`config.mk`:
```
export PLATFORM = sky130hd
export DESIGN_NAME = fp64_narrowing_round_convert_top_flat
export DESIGN_NICKNAME = d
export VERILOG_FILES = /design/src/rtl/fnrc_pkg.sv /design/src/rtl/fnrc_in_if.sv /design/src/rtl/fnrc_out_if.sv /design/src/rtl/fp64_narrowing_round_convert_top.sv /design/src/rtl/fnrc_round.sv /design/src/rtl/fnrc_convert.sv /design/src/flat_wrapper.sv
export SDC_FILE = /design/constraint.sdc
export NUM_CORES = 1
export LEC_CHECK = 0
export ABC_AREA = 1
export BUFFER_PORTS_ARGS = -buffer_cell sky130_fd_sc_hd__buf_2
export CORE_UTILIZATION = 41
export CTS_BUF_LIST = sky130_fd_sc_hd__clkbuf_8
export CTS_CLUSTER_DIAMETER = 50
export DETAILED_ROUTE_END_ITERATION = 16
export PLACE_DENSITY = 0.61
export SKIP_CTS_REPAIR_TIMING = 1
export SYNTH_ARGS = -nofsm -noshare
export SYNTH_HDL_FRONTEND = slang
export SYNTH_SLANG_ARGS = --single-unit
```
`constraint.sdc`:
```
create_clock -name clk -period 8.7 [get_ports clk]
set_clock_uncertainty 0.05 [all_clocks]
set_input_delay 1.74 -clock clk [delete_from_list [all_inputs] [get_ports clk]]
set_output_delay 1.74 -clock clk [all_outputs]
set_load 0.03 [all_outputs]
```
`src/rtl/fnrc_pkg.sv`:
```
// shared types and constants of the fp64 narrowing converter
package fnrc_pkg;

  // target format codes on the opcode field
  localparam logic [1:0] OP_FP16 = 2'd0;
  localparam logic [1:0] OP_FP32 = 2'd1;
  localparam logic [1:0] OP_BF16 = 2'd2;

  typedef enum logic [1:0] {
    FMT_FP16,
    FMT_FP32,
    FMT_BF16
  } fmt_t;

  typedef enum logic [1:0] {
    RM_RNE = 2'd0,
    RM_RTZ = 2'd1,
    RM_DN  = 2'd2,
    RM_UP  = 2'd3
  } rmode_t;

  localparam logic [31:0] F32_EXP_MASK   = 32'h7f80_0000;
  localparam logic [31:0] F32_FRAC_MASK  = 32'h007f_ffff;
  localparam logic [31:0] F32_QUIET      = 32'h0040_0000;
  localparam logic [31:0] F32_ONE        = 32'h3f80_0000;
  localparam logic [31:0] F32_SIGN       = 32'h8000_0000;
  localparam logic [31:0] F16_SIGN       = 32'h0000_8000;
  localparam logic [12:0] F64_EXP_BIAS   = 13'd1023;
  localparam logic [11:0] F64_UNIT_SHIFT = 12'd1075;
  localparam logic [10:0] F64_EXP_ALL1   = 11'h7ff;
  localparam logic [5:0]  SHIFT_CAP      = 6'd54;

  // request to the rounding stage
  typedef struct packed {
    logic [52:0] mant;
    logic [5:0]  shift;
    rmode_t      mode;
    logic        neg;
  } round_req_t;

endpackage

```
`src/rtl/fnrc_in_if.sv`:
```
// input channel of the converter
interface fnrc_in_if;
  logic        valid;
  logic        ready;
  logic [1:0]  opcode;
  logic [63:0] source_bits;
  logic [1:0]  round_mode;
  logic        flush_subnormal;
  logic        saturate;

  modport source (
    output valid, opcode, source_bits, round_mode, flush_subnormal, saturate,
    input  ready
  );
  modport sink (
    input  valid, opcode, source_bits, round_mode, flush_subnormal, saturate,
    output ready
  );
endinterface

```
`src/rtl/fnrc_out_if.sv`:
```
// result channel of the converter
interface fnrc_out_if;
  logic        valid;
  logic        ready;
  logic [31:0] result_bits;

  modport source (
    output valid, result_bits,
    input  ready
  );
  modport sink (
    input  valid, result_bits,
    output ready
  );
endinterface

```
`src/rtl/fp64_narrowing_round_convert_top.sv`:
```
// top level of the fp64 to fp16 / fp32 / bf16 narrowing converter
// Converts one binary64 pattern per transaction to fp16, fp32 or bf16 (opcode 3 acts as
// fp32), rounding once from the full 53-bit significand in any of four modes, with
// optional flushing of subnormal results and an fp32-only clamp to [0,1]. The block
// takes one transaction every clock cycle while the result side is not stalled; an
// accepted transaction sits in the input register, the single conversion path between
// the two registers produces its result, which is loaded into the result register and
// presented there until taken. A stalled result register backs up into the input
// register, so up to two transactions are held. No configuration, no state between
// transactions, and no start-up pass after reset.
module fp64_narrowing_round_convert_top (
  input logic        clk,
  input logic        rst,
  fnrc_in_if.sink    req,
  fnrc_out_if.source rsp
);

  // input register
  logic        in_valid;
  logic [1:0]  in_opcode;
  logic [63:0] in_source_bits;
  logic [1:0]  in_round_mode;
  logic        in_flush_subnormal;
  logic        in_saturate;

  // result register
  logic        res_valid;
  logic [31:0] res_bits;

  logic [31:0] conv_bits;
  logic        res_free;
  logic        in_move;

  // the result register can load when empty or being drained this cycle
  assign res_free  = !res_valid || rsp.ready;
  assign in_move   = in_valid && res_free;
  assign req.ready = !in_valid || res_free;

  // input register: loads on every accepted transaction
  always_ff @(posedge clk) begin
    if (rst) begin
      in_valid <= 1'b0;
    end else if (req.ready) begin
      in_valid <= req.valid;
    end
  end

  always_ff @(posedge clk) begin
    if (req.valid && req.ready) begin
      in_opcode          <= req.opcode;
      in_source_bits     <= req.source_bits;
      in_round_mode      <= req.round_mode;
      in_flush_subnormal <= req.flush_subnormal;
      in_saturate        <= req.saturate;
    end
  end

  // the whole conversion sits between the two registers
  fnrc_convert u_convert (
    .opcode          (in_opcode),
    .source_bits     (in_source_bits),
    .round_mode      (in_round_mode),
    .flush_subnormal (in_flush_subnormal),
    .saturate        (in_saturate),
    .result_bits     (conv_bits)
  );

  // result register: holds until the consumer takes it
  always_ff @(posedge clk) begin
    if (rst) begin
      res_valid <= 1'b0;
    end else if (res_free) begin
      res_valid <= in_valid;
    end
  end

  always_ff @(posedge clk) begin
    if (in_move) begin
      res_bits <= conv_bits;
    end
  end

  assign rsp.valid       = res_valid;
  assign rsp.result_bits = res_bits;

`ifndef SYNTHESIS
  // an accepted transaction always lands in the input register
  a_accept_loads: assert property (@(posedge clk) disable iff (rst)
    req.valid && req.ready |=> in_valid)
    else $error("accepted transaction not captured");

  // with both registers full and the output stalled, no new transaction is taken
  a_full_blocks: assert property (@(posedge clk) disable iff (rst)
    in_valid && res_valid && !rsp.ready |-> !req.ready)
    else $error("input accepted while pipeline full");

  // a moving transaction shows its converted value in the result register next cycle
  a_move_result: assert property (@(posedge clk) disable iff (rst)
    in_move |=> res_valid && (res_bits == $past(conv_bits)))
    else $error("result register did not take the converted value");
`endif

endmodule

```
`src/rtl/fnrc_round.sv`:
```
// significand alignment and rounding increment
module fnrc_round (
  input  fnrc_pkg::round_req_t req,
  output logic [24:0]          kept_inc
);

  logic [53:0] mant_x;
  logic [53:0] shifted;
  logic [53:0] lo_mask;
  logic [53:0] below_mask;
  logic [5:0]  guard_pos;
  logic        guard;
  logic        sticky;
  logic        rem_nz;
  logic        carry;

  always_comb begin
    mant_x     = {1'b0, req.mant};
    shifted    = mant_x >> req.shift;
    lo_mask    = ~({54{1'b1}} << req.shift);
    below_mask = lo_mask >> 1;
    guard_pos  = req.shift - 6'd1;
    guard      = (req.shift != 6'd0) && mant_x[guard_pos];
    sticky     = |(mant_x & below_mask);
    rem_nz     = |(mant_x & lo_mask);
    case (req.mode)
      fnrc_pkg::RM_RNE: carry = guard && (sticky || shifted[0]);
      fnrc_pkg::RM_RTZ: carry = 1'b0;
      fnrc_pkg::RM_DN:  carry = req.neg && rem_nz;
      fnrc_pkg::RM_UP:  carry = !req.neg && rem_nz;
      default:          carry = 1'b0;
    endcase
    kept_inc = {1'b0, shifted[23:0]} + {24'd0, carry};
  end

endmodule

```
`src/rtl/fnrc_convert.sv`:
```
// classification, exponent handling and result packing of one conversion
module fnrc_convert (
  input  logic [1:0]  opcode,
  input  logic [63:0] source_bits,
  input  logic [1:0]  round_mode,
  input  logic        flush_subnormal,
  input  logic        saturate,
  output logic [31:0] result_bits
);

  fnrc_pkg::fmt_t       fmt;
  fnrc_pkg::rmode_t     mode;
  fnrc_pkg::round_req_t rreq;
  logic [24:0]          kept_inc;

  logic        is32;
  logic [4:0]  fb;
  logic [7:0]  bias;
  logic [7:0]  max_exp;
  logic        neg;
  logic [10:0] e;
  logic [51:0] frac;
  logic [10:0] ex;
  logic [52:0] mant;
  logic signed [12:0] ef;
  logic        sat;
  logic        normal;
  logic        ovf_hit;
  logic [11:0] msh;
  logic [5:0]  shift_sub;
  logic [31:0] sgn;
  logic [31:0] frac_mask;
  logic [31:0] inf_pat;
  logic [31:0] max_fin;
  logic        to_inf;
  logic [31:0] ovf;
  logic [8:0]  ef_inc;
  logic [31:0] pre;

  function automatic logic [31:0] clamp_unit(input logic [31:0] v);
    logic [31:0] r;
    if ((v & fnrc_pkg::F32_EXP_MASK) == fnrc_pkg::F32_EXP_MASK &&
        (v & fnrc_pkg::F32_FRAC_MASK) != 32'd0) r = 32'd0;
    else if (v[31]) r = 32'd0;
    else if (v > fnrc_pkg::F32_ONE) r = fnrc_pkg::F32_ONE;
    else r = v;
    return r;
  endfunction

  // unused opcode falls back to fp32
  always_comb begin
    case (opcode)
      fnrc_pkg::OP_FP16: fmt = fnrc_pkg::FMT_FP16;
      fnrc_pkg::OP_BF16: fmt = fnrc_pkg::FMT_BF16;
      default:           fmt = fnrc_pkg::FMT_FP32;
    endcase
  end

  always_comb begin
    case (fmt)
      fnrc_pkg::FMT_FP16: begin
        fb = 5'd10; bias = 8'd15;  max_exp = 8'd31;
      end
      fnrc_pkg::FMT_BF16: begin
        fb = 5'd7;  bias = 8'd127; max_exp = 8'd255;
      end
      default: begin
        fb = 5'd23; bias = 8'd127; max_exp = 8'd255;
      end
    endcase
  end

  always_comb begin
    mode   = fnrc_pkg::rmode_t'(round_mode);
    is32   = (fmt == fnrc_pkg::FMT_FP32);
    neg    = source_bits[63];
    e      = source_bits[62:52];
    frac   = source_bits[51:0];
    mant   = {(e != 11'd0), frac};
    ex     = (e != 11'd0) ? e : 11'd1;
    ef     = $signed({2'b00, ex}) - $signed(fnrc_pkg::F64_EXP_BIAS)
             + $signed({5'd0, bias});
    sat    = saturate && is32;
    normal = (ef >= 13'sd1);
    ovf_hit = (ef >= $signed({5'd0, max_exp}));
    // right shift into the subnormal grid, capped where nothing of the value is left
    msh    = fnrc_pkg::F64_UNIT_SHIFT + 12'd1 - {4'd0, bias} - {7'd0, fb} - {1'b0, ex};
    shift_sub = (msh > {6'd0, fnrc_pkg::SHIFT_CAP}) ? fnrc_pkg::SHIFT_CAP : msh[5:0];

    rreq.mant  = mant;
    rreq.shift = normal ? (6'd52 - {1'b0, fb}) : shift_sub;
    rreq.mode  = mode;
    rreq.neg   = neg;
  end

  fnrc_round u_round (
    .req      (rreq),
    .kept_inc (kept_inc)
  );

  always_comb begin
    sgn       = neg ? (is32 ? fnrc_pkg::F32_SIGN : fnrc_pkg::F16_SIGN) : 32'd0;
    frac_mask = ~(32'hffff_ffff << fb);
    inf_pat   = sgn | ({24'd0, max_exp} << fb);
    max_fin   = sgn | ({24'd0, max_exp - 8'd1} << fb) | frac_mask;
    to_inf    = (mode == fnrc_pkg::RM_RNE) || (mode == fnrc_pkg::RM_UP && !neg) ||
                (mode == fnrc_pkg::RM_DN && neg);
    if (sat) ovf = neg ? 32'd0 : fnrc_pkg::F32_ONE;
    else     ovf = to_inf ? inf_pat : max_fin;
    ef_inc    = {1'b0, ef[7:0]} + 9'd1;
    pre       = 32'd0;

    if (e == fnrc_pkg::F64_EXP_ALL1) begin
      if (frac != 52'd0) begin
        if (is32) begin
          result_bits = sat ? 32'd0 : (sgn | fnrc_pkg::F32_EXP_MASK |
                        {9'd0, frac[51:29]} | fnrc_pkg::F32_QUIET);
        end else begin
          result_bits = inf_pat | (32'd1 << (fb - 5'd1));
        end
      end else begin
        result_bits = sat ? (neg ? 32'd0 : fnrc_pkg::F32_ONE) : inf_pat;
      end
    end else if (e == 11'd0 && frac == 52'd0) begin
      result_bits = sat ? 32'd0 : sgn;
    end else if (ovf_hit) begin
      result_bits = ovf;
    end else if (normal) begin
      if (kept_inc[fb + 5'd1]) begin
        // rounding carried out of the significand
        if (ef_inc >= {1'b0, max_exp}) begin
          result_bits = ovf;
        end else begin
          pre = sgn | ({23'd0, ef_inc} << fb);
          result_bits = sat ? clamp_unit(pre) : pre;
        end
      end else begin
        pre = sgn | ({24'd0, ef[7:0]} << fb) | ({7'd0, kept_inc} & frac_mask);
        result_bits = sat ? clamp_unit(pre) : pre;
      end
    end else begin
      if (kept_inc[fb]) begin
        // rounded up to the smallest normal, never flushed
        pre = sgn | (32'd1 << fb);
      end else if (flush_subnormal) begin
        pre = (mode == fnrc_pkg::RM_DN) ? sgn : 32'd0;
      end else begin
        pre = sgn | {7'd0, kept_inc};
      end
      result_bits = sat ? clamp_unit(pre) : pre;
    end
  end

endmodule

```
`src/flat_wrapper.sv`:
```
// flat-port wrapper written by rule: the top's interface ports become plain ports
module fp64_narrowing_round_convert_top_flat 
  (clk, rst, req_valid, req_opcode, req_source_bits, req_round_mode, req_flush_subnormal, req_saturate, req_ready, rsp_valid, rsp_result_bits, rsp_ready);
  fnrc_in_if req_i ();
  fnrc_out_if rsp_i ();
  input logic clk;
  input logic rst;
  input wire logic [$bits(req_i.valid)-1:0] req_valid;
  input wire logic [$bits(req_i.opcode)-1:0] req_opcode;
  input wire logic [$bits(req_i.source_bits)-1:0] req_source_bits;
  input wire logic [$bits(req_i.round_mode)-1:0] req_round_mode;
  input wire logic [$bits(req_i.flush_subnormal)-1:0] req_flush_subnormal;
  input wire logic [$bits(req_i.saturate)-1:0] req_saturate;
  output wire logic [$bits(req_i.ready)-1:0] req_ready;
  output wire logic [$bits(rsp_i.valid)-1:0] rsp_valid;
  output wire logic [$bits(rsp_i.result_bits)-1:0] rsp_result_bits;
  input wire logic [$bits(rsp_i.ready)-1:0] rsp_ready;
  assign req_i.valid = req_valid;
  assign req_i.opcode = req_opcode;
  assign req_i.source_bits = req_source_bits;
  assign req_i.round_mode = req_round_mode;
  assign req_i.flush_subnormal = req_flush_subnormal;
  assign req_i.saturate = req_saturate;
  assign req_ready = req_i.ready;
  assign rsp_valid = rsp_i.valid;
  assign rsp_result_bits = rsp_i.result_bits;
  assign rsp_i.ready = rsp_ready;
  fp64_narrowing_round_convert_top u_core (.clk(clk), .rst(rst), .req(req_i), .rsp(rsp_i));
endmodule
```
# After elaboration in Yosys (flattened, before gate mapping)

Cells that the tools add are included.

Word-level logic and storage cells: 147
Register bits after elaboration: 104
Input bits: 74
Output and inout port bits: 34

$add $sub $neg: 12
Mux-type cells: 49
Reductions and logical operators: 34
Magnitude comparators: 10
Shift operators: 9
Bitwise operators: 15
Equality and inequality tests: 10

Operators by type and width:

| kind                                                             | count |
|---|---|
| two-way mux 32 bit                                               | 25 |
| two-way mux 31 bit                                               | 9 |
| OR 32 bit                                                        | 8 |
| OR reduction 54 bit                                              | 2 |
| greater-than comparator 32 x 30 -> 1 bit (second input constant) | 3 |
| nonzero test 32 bit                                              | 3 |
| left shift 8 x 5 -> 32 bit                                       | 3 |
| left shift 1 x 5 -> 32 bit (first input constant)                | 2 |
| AND 53 x 54 -> 54 bit                                            | 1 |
| NOT 54 bit                                                       | 1 |
| left shift 54 x 6 -> 54 bit (first input constant)               | 1 |
| AND 53 bit                                                       | 1 |
| right shift 53 x 6 -> 24 bit                                     | 1 |
| zero test 52 bit                                                 | 1 |
| nonzero test 52 bit                                              | 1 |
| AND 25 x 32 -> 32 bit                                            | 1 |
| NOT 32 bit                                                       | 1 |
| OR 32 x 23 -> 32 bit                                             | 1 |
| OR 32 x 25 -> 32 bit                                             | 1 |
| left shift 32 x 5 -> 32 bit (first input constant)               | 1 |
| left shift 9 x 5 -> 32 bit                                       | 1 |
| two-way mux 30 bit                                               | 1 |
| adder 24 x 1 -> 25 bit                                           | 1 |
| == test 8 bit (second input constant)                            | 3 |
| 37 further kinds                                                 | 66 |

# Depth between registers and ports, before layout

Word-level depth: 34
Gate-level depth with buffers: 62
Gate-level depth less buffers: 61

# Cells and area by module

From an unflattened synthesis, not the netlist that was laid out.

Cells, all modules: 2121
Area total of the unflattened synthesis: 12893.6 um^2

By module, submodules not included:

| module                           | times used | cells each | area each (um^2) |
|---|---|---|---|
| fnrc_round                       | 1          | 1125       | 5350.1 |
| fnrc_convert                     | 1          | 882        | 4389.2 |
| fp64_narrowing_round_convert_top | 1          | 114        | 3154.3 |

# Worst setup path after synthesis

OpenSTA, ideal clock, no wires.

Path kind: reg2reg
Start: register u_core.in_opcode[1]
End: register u_core.res_bits[27] (netlist: u_core.rsp.result_bits[27]), data pin
Cell stages (with the launch flop): 50
Data required time: 8.381 ns
Arrival: 7.694 ns
Slack: 0.687 ns
Cells stage by stage: edfxtp_1 -> nor2_1 -> clkbuf_1 -> buf_1 -> inv_1 -> ha_1 -> inv_1 -> ha_1 -> inv_1 -> fa_1 -> inv_1 -> nand3_1 -> nand2_1 -> xor2_1 -> nor2_1 -> nand2_1 -> nand4_1 -> nor2_1 -> [... 14 more ...] -> a21oi_1 -> ha_1 -> ha_1 -> or2_2 -> nor2_1 -> nand3_1 -> nor2_1 -> nand3_1 -> nor3_2 -> nand3_2 -> nand2_1 -> inv_1 -> o21ai_1 -> nand2_1 -> nand2_1 -> nand2_1 -> nand2_1 -> nand2_1

Cells in the longest elaborated chain, start to end: 34

Ends and longest elaborated chain:

| what                                                                                 | line                                   | RTL |
|---|---|---|
| from (decl)                                                                          | fp64_narrowing_round_convert_top.sv:20 | `logic [1:0] in_opcode;` |
| from (signal assigned)                                                               | fp64_narrowing_round_convert_top.sv:50 | `in_opcode <= req.opcode;` |
| == test 2 bit / zero test 2 bit (equally long branches)                              | fnrc_convert.sv:52                     | `case (opcode)` |
| one-hot mux 2 bit (2 select lines) *                                                 | fnrc_convert.sv:52                     |  |
| parallel branches: the longest is 31 deep, another holds subtractor 11 x 8 -> 12 bit | --                                     |  |
| two-way mux 32 bit *                                                                 | fnrc_convert.sv:113                    | `if (e == fnrc_pkg::F64_EXP_ALL1) begin` |
| net u_core.conv_bits[27]                                                             | fp64_narrowing_round_convert_top.sv:30 | `logic [31:0] conv_bits;` |
| to (signal assigned)                                                                 | fp64_narrowing_round_convert_top.sv:79 | `res_bits <= conv_bits;` |
| to (decl)                                                                            | fp64_narrowing_round_convert_top.sv:28 | `logic [31:0] res_bits;` |

Mark *: on every way through the listed nets, which the timed path passes. The select of a mux whose other input is x is not followed.
A chain may end at the register's enable or synchronous reset.

# Worst setup path in the final report

Start: register u_core.in_source_bits[55]
End: register u_core.res_bits[14] (netlist: u_core.rsp.result_bits[14]), data pin

Cells in the longest elaborated chain, start to end: 30

Ends and longest elaborated chain:

| what                                                                            | line                                   | RTL |
|---|---|---|
| from (decl)                                                                     | fp64_narrowing_round_convert_top.sv:21 | `logic [63:0] in_source_bits;` |
| from (signal assigned)                                                          | fp64_narrowing_round_convert_top.sv:51 | `in_source_bits <= req.source_bits;` |
| parallel branches: the longest is 29 deep, another holds adder 12 x 8 -> 13 bit | --                                     |  |
| two-way mux 32 bit *                                                            | fnrc_convert.sv:113                    |  |
| net u_core.conv_bits[14]                                                        | fp64_narrowing_round_convert_top.sv:30 |  |

Marked as above.

==> flow_metrics.tcl <==
set metrics [dict create \
    grt_overflow 0 \
    synth_area_leader_cell "edfxtp_1" \
    rows 66 \
    outcome "finished, final reports clean" \
    powerDensity_nw_per_um2 140.0 \
    critPathLaunchType "flop" \
    vias_per_cell 6.008 \
    fin_crit_ns 8.184 \
    synth.distinct_cells 64 \
    dieArea_um2 33580 \
    ys.flop_type "edfxtp_1" \
    antenna_cells 0 \
    rr_worst_depth 51 \
    synth_fa_ha_area_share_pct 3.642 \
    via_count 16690 \
    drv_slew 0 \
    vdd_drop_max_mv 0.1273 \
    max_freq_mhz 122.2 \
    cp-startpoint "u_core.in_source_bits[55]$_DFFE_PP_" \
    dr.pass1.iters 6 \
    crit_path_end_kind "flop" \
    slowest_delay_ns 0.48 \
    placed_cells 2741 \
    synth_common_cells "635 x nand2_1, 421 x nand3_1, 238 x inv_1, 213 x nor2_1, 102 x edfxtp_1" \
    core_um2 32450 \
    nets 2443 \
    initial_core_util_pct 41.50 \
    crit_required_ns 8.91 \
    tightest_slew_ns 1.073 \
    crit_arrival_ns 8.39 \
    gp_congestion 1.047 \
    synth_top_area_share_pct 22.74 \
    clockBufferDepth 2 \
    grt_pass1_vias 15820 \
    post-route-period-util_pct 94.07 \
    fin_cells 2778 \
    path_max_fanout 26 \
    io_pins 108 \
    avgSynthCellArea_um2 6.034 \
    grtUsageTotal_pct 37.53 \
    syn_nets 2344 \
    grt_pass1_wl_mm 93.97 \
    hp-class "flop to flop" \
    cts_root_buf "clkbuf_8" \
    muxShareOfSynthArea_pct 0 \
    yosys.area_share.simple_pct 47.76 \
    area_growth_pct 11.45 \
    dp_hpwl_mm 50.18 \
    final_util_pct 46.25 \
    cts_buffers 9 \
    yosys_warnings 0 \
    critPathSlowestCell "edfxtp_1" \
    setup_viol 0 \
    routed_wl_mm 63.66 \
    synth_area_um2 13470 \
    drt_iter0_markers 1858 \
    h-tree-depth 3 \
    synth_top_family_by_area "simple AND/OR/NAND/NOR gates" \
    criticalPathCategory "flop to flop" \
    clk_pin_slew_ns 0.12 \
    antenna_found_initial 1 \
    cts_sinks 104 \
    port_buffers 107 \
    layout-drive-gt1-share_pct 13.66 \
    critPathBufInv 7 \
    rr_endpoint "u_core.rsp.result_bits[14]$_DFFE_PP_" \
    seq_area_frac_synth_pct 23.04 \
    maxCapViolCount 0 \
    rr_startpoint "u_core.in_source_bits[55]$_DFFE_PP_" \
    fillers 3533 \
    drtAntennaViolNets 0 \
    synth_most_common_cell "nand2_1" \
    critical-path-top-delay-family "simple AND/OR/NAND/NOR gates" \
    syn_inst 2232 \
    die_w_um 183.2 \
    clk_latency_ns 0.45 \
    ys_top_cells_by_area "edfxtp_1 23%, nand2_1 18%, nand3_1 16%" \
    synth_xor_area_share_pct 0.8454 \
    yosys_register_bits 104 \
    maxSlewHeadroom_pct 28.32 \
    hold_depth 2 \
    power_leakage_nw 7.210 \
    cts_tree "done" \
    drc 0 \
    synthArstFlopShare_pct 0 \
    wl_per_cell_um 22.92 \
    cp.depth 51 \
    hold_viol 0 \
    synth-edff-count 102 \
    die_h_um 183.2 \
    synth_compound_area_share_pct 13.17 \
    grt_max_degree 71 \
    r2r_slack_ns 0.52 \
    crit_path_end "u_core.rsp.result_bits[14]$_DFFE_PP_" \
    crit_top_cell "nand2_1" \
]
## layout make-up
cell class                 instances  area (um2)  share of cell area [%]
multi-input combinational       1776        9037                   60.21
clock inverter                     7       86.33                  0.5751
timing repair buffer             177        1100                   7.327
tap                              442       553.0                   3.684
clock buffer                       9       123.9                  0.8252
inverter                         263        1007                   6.710
sequential                       104        3103                   20.67
## cell usage in the layout, fill, tap and decap left out, drive strengths merged, types with 12 or more instances in the layout
cell and instances:
nand2 659, nand3 438, inv 257, nor2 236, buf 177, o21ai 130
edfxtp 102, a21oi 75, nand4 41, ha 36, a31oi 23, nor3 18
nor4 15, o22ai 13, xor2 12, a221oi 12
## worst min path at each step
stage,from,slack [ns],endpoint
6_report,u_core.in_valid$_SDFFE_PP0N_,0.48,u_core.rsp.valid$_SDFFE_PP0P_
5_1_grt,u_core.rsp.valid$_SDFFE_PP0P_,0.51,u_core.rsp.valid$_SDFFE_PP0P_
4_1_cts,u_core.in_valid$_SDFFE_PP0N_,0.48,u_core.rsp.valid$_SDFFE_PP0P_
3_5_place_dp,u_core.in_valid$_SDFFE_PP0N_,0.47,u_core.rsp.valid$_SDFFE_PP0P_
3_3_place_gp,u_core.in_valid$_SDFFE_PP0N_,0.46,u_core.rsp.valid$_SDFFE_PP0P_
2_1_floorplan,u_core.in_valid$_SDFFE_PP0N_,0.39,u_core.rsp.valid$_SDFFE_PP0P_
## metal layers
metal | track usage (%) | up-vias | wire length, um
met5 | 0 | - | 13
met1 | 42.41 | 7649 | 23070
met2 | 62.39 | 1020 | 29420
li1 | - | 7707 | -
met3 | 5.977 | 313 | 5105
met4 | 31.27 | 2 | 6051
## per-stage QoR
| stage | hold slack (ns) | setup TNS, ns | setup slack, ns | total power (W) | instance area, um2 |
|---|---|---|---|---|---|
| floorplan | 0.3948 | 0 | 0.6869 | 0.001357 | 13470 |
| global placement | 0.4562 | 0 | 0.1418 | 0.001692 | 14390 |
| detailed placement | 0.4722 | 0 | 0.08741 | 0.001690 | 14390 |
| CTS | 0.4831 | 0 | 0.04278 | 0.002044 | 14600 |
| global route | 0.5113 | -0.08188 | -0.03047 | 0.002216 | 15010 |
| finish | 0.4778 | 0 | 0.5161 | 0.002101 | 15010 |
## worst register-to-register path: cells and delay by family (launching register included)
family | cells | cell delay (ns)
buf+inv | 7 | 0.79
flops | 1 | 0.48
fa+ha+maj | 5 | 1.04
compound gates | 6 | 1.20
simple gates | 32 | 4.29
xor+xnor | 1 | 0.18
## kinds of logic (layout without fill, tap and decap cells)
group | after synthesis | after routing
and+or+nand+nor | 1422 | 1423
AOI/OAI and AO/OA | 301 | 301
buffers and inverters | 353 | 456
other | 1 | 1
DFF | 104 | 104
xor gates and xnor gates | 13 | 13
adders and majority gates | 38 | 38
## where the power goes
part | switching [W] | total [W] | internal, W
registers | 0.0000297 | 0.000622 | 0.000592
logic | 0.000802 | 0.00113 | 0.000325
clock network | 0.000213 | 0.000353 | 0.000139
total | 0.00104 | 0.00210 | 0.00106
## state kept, by name (all words and copies together), names as in the netlist
signal / cells
u_core.rsp.valid: 1
u_core.in_flush_subnormal: 1
u_core.in_source_bits: 64
u_core.in_opcode: 2
u_core.in_round_mode: 2
u_core.rsp.result_bits: 32
u_core.in_saturate: 1
u_core.in_valid: 1
No activity file was read; power rests on OpenSTA's default activity.
